[src/hw/rtl/vau_sqrt.sv]
// Pipelined integer square root, 64-bit radicand, 32-bit floor root.
// Two restoring digit steps per stage; side data rides along. No package use.
module vau_sqrt #(
    parameter int PAY_W = 8
) (
    input  logic             i_clk,
    input  logic             i_rst_n,
    input  logic             i_valid,
    input  logic [63:0]      i_radicand,
    input  logic [PAY_W-1:0] i_pay,
    output logic             o_valid,
    output logic [31:0]      o_root,
    output logic [PAY_W-1:0] o_pay
);

    localparam int STAGES = 16;

    typedef struct packed {
        logic [32:0] rem;
        logic [31:0] root;
        logic [63:0] rad;
    } t_sq_state;

    function automatic t_sq_state sq_step(input t_sq_state s);
        logic [34:0] rem_sh;
        logic [34:0] trial;
        t_sq_state   n;
        rem_sh = {s.rem, s.rad[63:62]};
        trial  = {1'b0, s.root, 2'b01};
        n.rad  = {s.rad[61:0], 2'b00};
        if (rem_sh >= trial) begin
            n.rem  = 33'(rem_sh - trial);
            n.root = {s.root[30:0], 1'b1};
        end else begin
            n.rem  = rem_sh[32:0];
            n.root = {s.root[30:0], 1'b0};
        end
        sq_step = n;
    endfunction

    t_sq_state        r_st  [STAGES];
    logic             r_vld [STAGES];
    logic [PAY_W-1:0] r_pay [STAGES];

    for (genvar s = 0; s < STAGES; s++) begin : g_stage
        t_sq_state        prev_st;
        logic             prev_vld;
        logic [PAY_W-1:0] prev_pay;
        t_sq_state        n_st;

        if (s == 0) begin : g_first
            assign prev_st  = '{rem: '0, root: '0, rad: i_radicand};
            assign prev_vld = i_valid;
            assign prev_pay = i_pay;
        end else begin : g_next
            assign prev_st  = r_st[s-1];
            assign prev_vld = r_vld[s-1];
            assign prev_pay = r_pay[s-1];
        end

        assign n_st = sq_step(sq_step(prev_st));

        always_ff @(posedge i_clk) begin
            if (!i_rst_n) begin
                r_vld[s] <= 1'b0;
            end else begin
                r_vld[s] <= prev_vld;
            end
        end

        always_ff @(posedge i_clk) begin
            if (prev_vld) begin
                r_st[s]  <= n_st;
                r_pay[s] <= prev_pay;
            end
        end
    end

    assign o_valid = r_vld[STAGES-1];
    assign o_root  = r_st[STAGES-1].root;
    assign o_pay   = r_pay[STAGES-1];

endmodule

[config.mk]
export PLATFORM = sky130hd
export DESIGN_NAME = vau_sqrt
export DESIGN_NICKNAME = d
export VERILOG_FILES = /design/src/hw/rtl/vau_sqrt.sv
export SDC_FILE = /design/constraint.sdc
export NUM_CORES = 2
export LEC_CHECK = 0
export ABC_AREA = 0
export BUFFER_PORTS_ARGS = -buffer_cell sky130_fd_sc_hd__buf_2
export CAP_MARGIN = 30
export CORE_ASPECT_RATIO = 1.25
export CORE_MARGIN = 8
export CORE_UTILIZATION = 57
export CTS_BUF_LIST = sky130_fd_sc_hd__clkbuf_4
export CTS_CLUSTER_DIAMETER = 30
export DETAILED_ROUTE_END_ITERATION = 7
export HOLD_SLACK_MARGIN = 0.06
export PLACE_DENSITY = 0.73
export SYNTH_ARGS = -nofsm -noshare
export SYNTH_HDL_FRONTEND = slang
export SYNTH_SLANG_ARGS = --single-unit
[constraint.sdc]
create_clock -name i_clk -period 8.56 [get_ports i_clk]
set_input_delay 1.284 -clock i_clk [delete_from_list [all_inputs] [get_ports i_clk]]
set_output_delay 1.284 -clock i_clk [all_outputs]
set_load 0.02 [all_outputs]
==> reports/summary.txt <==
number of synthesized flops with an enable pin: 1353
FMAX: 0.140 GHz
power per cell area: 151 mW/mm2
first-pass GRT wire length: 353000 um
Hold Vio Cnt, Final: 0
Synth Area in Compound Gates: 16.0%
setup repair bufs after CTS: 0
post-CTS sizing: 0
Routed WL: 228000 um
critical path class: reg -> reg
Core ar.: 0.148 mm2
top cells by count, synth: edfxtp_1 (1353), a21oi_1 (675), nor2_1 (666), nand2_1 (622), ha_1 (557)
via count: 65600
CTS tree: yes
mapped cell area: 0.0851 mm2
XOR/XNOR share of the synthesized area: 7.41%
# IOs: 116
Placed Instances: 10100
largest net degree at the start of global routing: 77
Initial Util: 57.4%
clock latency on the worst-skew pair: 1330 ps
number of max-cap violations: 0
area leader, netlist: edfxtp_1
die height: 448 um
routability cong.: 0.951
Worst slew margin: 33.1%
Hold Path Class: in -> reg
DRC Markers: 0
1st-pass router iterations: 6
post-route ant nets: 0
final worst slack: 1390 ps
Root Buffer: clkbuf_4
worst path arrival time: 8230 ps
Die Wd: 362 um
share of the yosys chip area belonging to registers: 48.1%
minimum clock period: 7170 ps
Num CTS Buffers: 368
total negative slack: 0 ps
#FFs+latches synth: 1369
placed cell areas: 0.0878 mm2
Layout Skew: 88.7 ps
Clock Path Buffers: 4
Critical Path RT: 9630 ps
P&R area growth vs syn: 9.88%
top-count cell post-synth: edfxtp_1
die area: 0.162 mm2
Yosys warnings: 0
adder-cell area share of the yosys netlist: 8.19%
Worst-path clk slew: 60 ps
Port Buf Inserts: 115
post-synth cell types: 115
total power: 14.1 mW
Syn Area/Cell: 10.4 um2
multiplexer area fraction after synthesis: 1.60%
DR WL/cell: 21.0 um
top_reg_cell synth: edfxtp_1
RSZ-0062 raised after global routing: no
Lkg Pwr: 36.8 nW
Cell Count, Final, Fillers Out: 10800
Site Rows: 158
Slew Viols, Final: 0
largest family of logic cells by synthesized area: compound AO/OA/AOI/OAI gates
vias in the first global route: 64800
CTS Sinks: 1369
gr usage total: 27.3%
Critical Path End Type: register
H-Tree Depth: 5
asr flop ratio synth: 0%
NumNets Final: 9255
share of the synthesized area in the top cell type: 47.8%
Simple-Gate Fraction of Synth Area: 15.4%
drt via density: 6.06
fin area: 0.0935 mm2
Post-Synthesis Cells: 8214
initial antenna violation count: 7
worst slew pin tran: 990 ps
CP Max Fanout: 27
final setup violation count: 0
Hold WS: 259 ps
status: finished clean
Max VDD drop: 0.186 mV
Detailed Route Iter0 Violations: 4850
final period utilization: 83.7%
top cells by area, synth: edfxtp_1 (48%), ha_1 (8.2%), xnor2_1 (4.8%)
dpl ws: 1520 ps
fraction of layout cells with a size suffix above 1: 11.1%
# hold bufs at CTS: 65
post-route core utilization: 63.0%
HPWL after DPL: 174000 um
startpoint types: register
GRT overflow: 0
cell type report:
class,instances,area [um2]
Antenna cell,11,27.5
Clock buffer,504,3780
Clock inverter,135,1170
Fill cell,12300,54800
Inverter,512,1930
Multi-Input combinational cell,6118,41300
Sequential cell,1369,41000
Tap cell,1920,2400
Timing Repair Buffer,254,1810
worst paths after layout:
check / to / from / cells after the start / slack (ps)
worst max-delay path: r_st[1][239] / r_st[1][76] / 22 / 1390
worst min-delay path: r_st[0][36] / i_radicand[36] / 1 / 260
worst max register to register: r_st[1][239] / r_st[1][76] / 22 / 1390
worst min register to register: r_st[0][537] / r_st[0][408] / 0 / 360
registers in the layout, indices dropped and copies added, names as in the netlist:
name   cells
r_vld     16
r_pay    128
r_st    1225
cells by family after synthesis:
group | count (synthesis)
buffers and inverters | 729
adders and majority gates | 557
AOI/OAI and AO/OA | 2119
other | 1
and+or+nand+nor | 2595
xor gates and xnor gates | 720
muxes | 124
DFF | 1369
critical path, cell delays in order, from the launching register on:
cell      delay (ps)
edfxtp_1         530
inv_1            150
ha_1             390
nand4_1          160
nor4_1           740
a22o_1           300
o21ai_0          260
nand2_1          190
clkinv_1         410
buf_4            370
o21ai_0          400
ha_1             380
and2_1           180
and3_1           190
nor2b_1          130
a211oi_1         290
a31o_2           310
nor4b_1          450
and3_1           260
clkinv_1          80
buf_4            230
and3_1           220
xnor2_1          240
layer usage:
layer / GRT usage (%) / share of wire, % / vias up
li1: - / - / 31700
met1: 34.0 / 41 / 31300
met2: 46.9 / 49 / 2147
met3: 4.43 / 5.3 / 529
met4: 12.5 / 4.7 / 2
met5: 0 / 0.0075 / -
layout by cell type (no fill, tap or decap), types with 81 or more instances in the layout:
cell type,synthesis,final
nand4_1,126,126
nor4_1,102,102
or3_1,91,91
nor3_1,197,197
clkbuf_4,0,504
buf_2,14,116
o21ai_0,419,418
xnor2_1,463,463
xor2_1,257,257
nor2_1,666,666
nand2_1,622,621
a21oi_1,675,675
nand2b_1,96,96
a21o_1,269,269
ha_1,557,557
nand3_1,194,194
inv_1,501,501
o21a_1,101,101
mux2_2,93,93
edfxtp_1,1353,1353
nor2b_1,81,81
report_power, final:
| part | internal [mW] | switching, mW |
|---|---|---|
| Clock | 3.44 | 2.72 |
| Combinational | 0.210 | 0.283 |
| Sequential | 7.40 | 0.0832 |
| Total | 11.0 | 3.09 |
(Power assumes the default switching activity.)
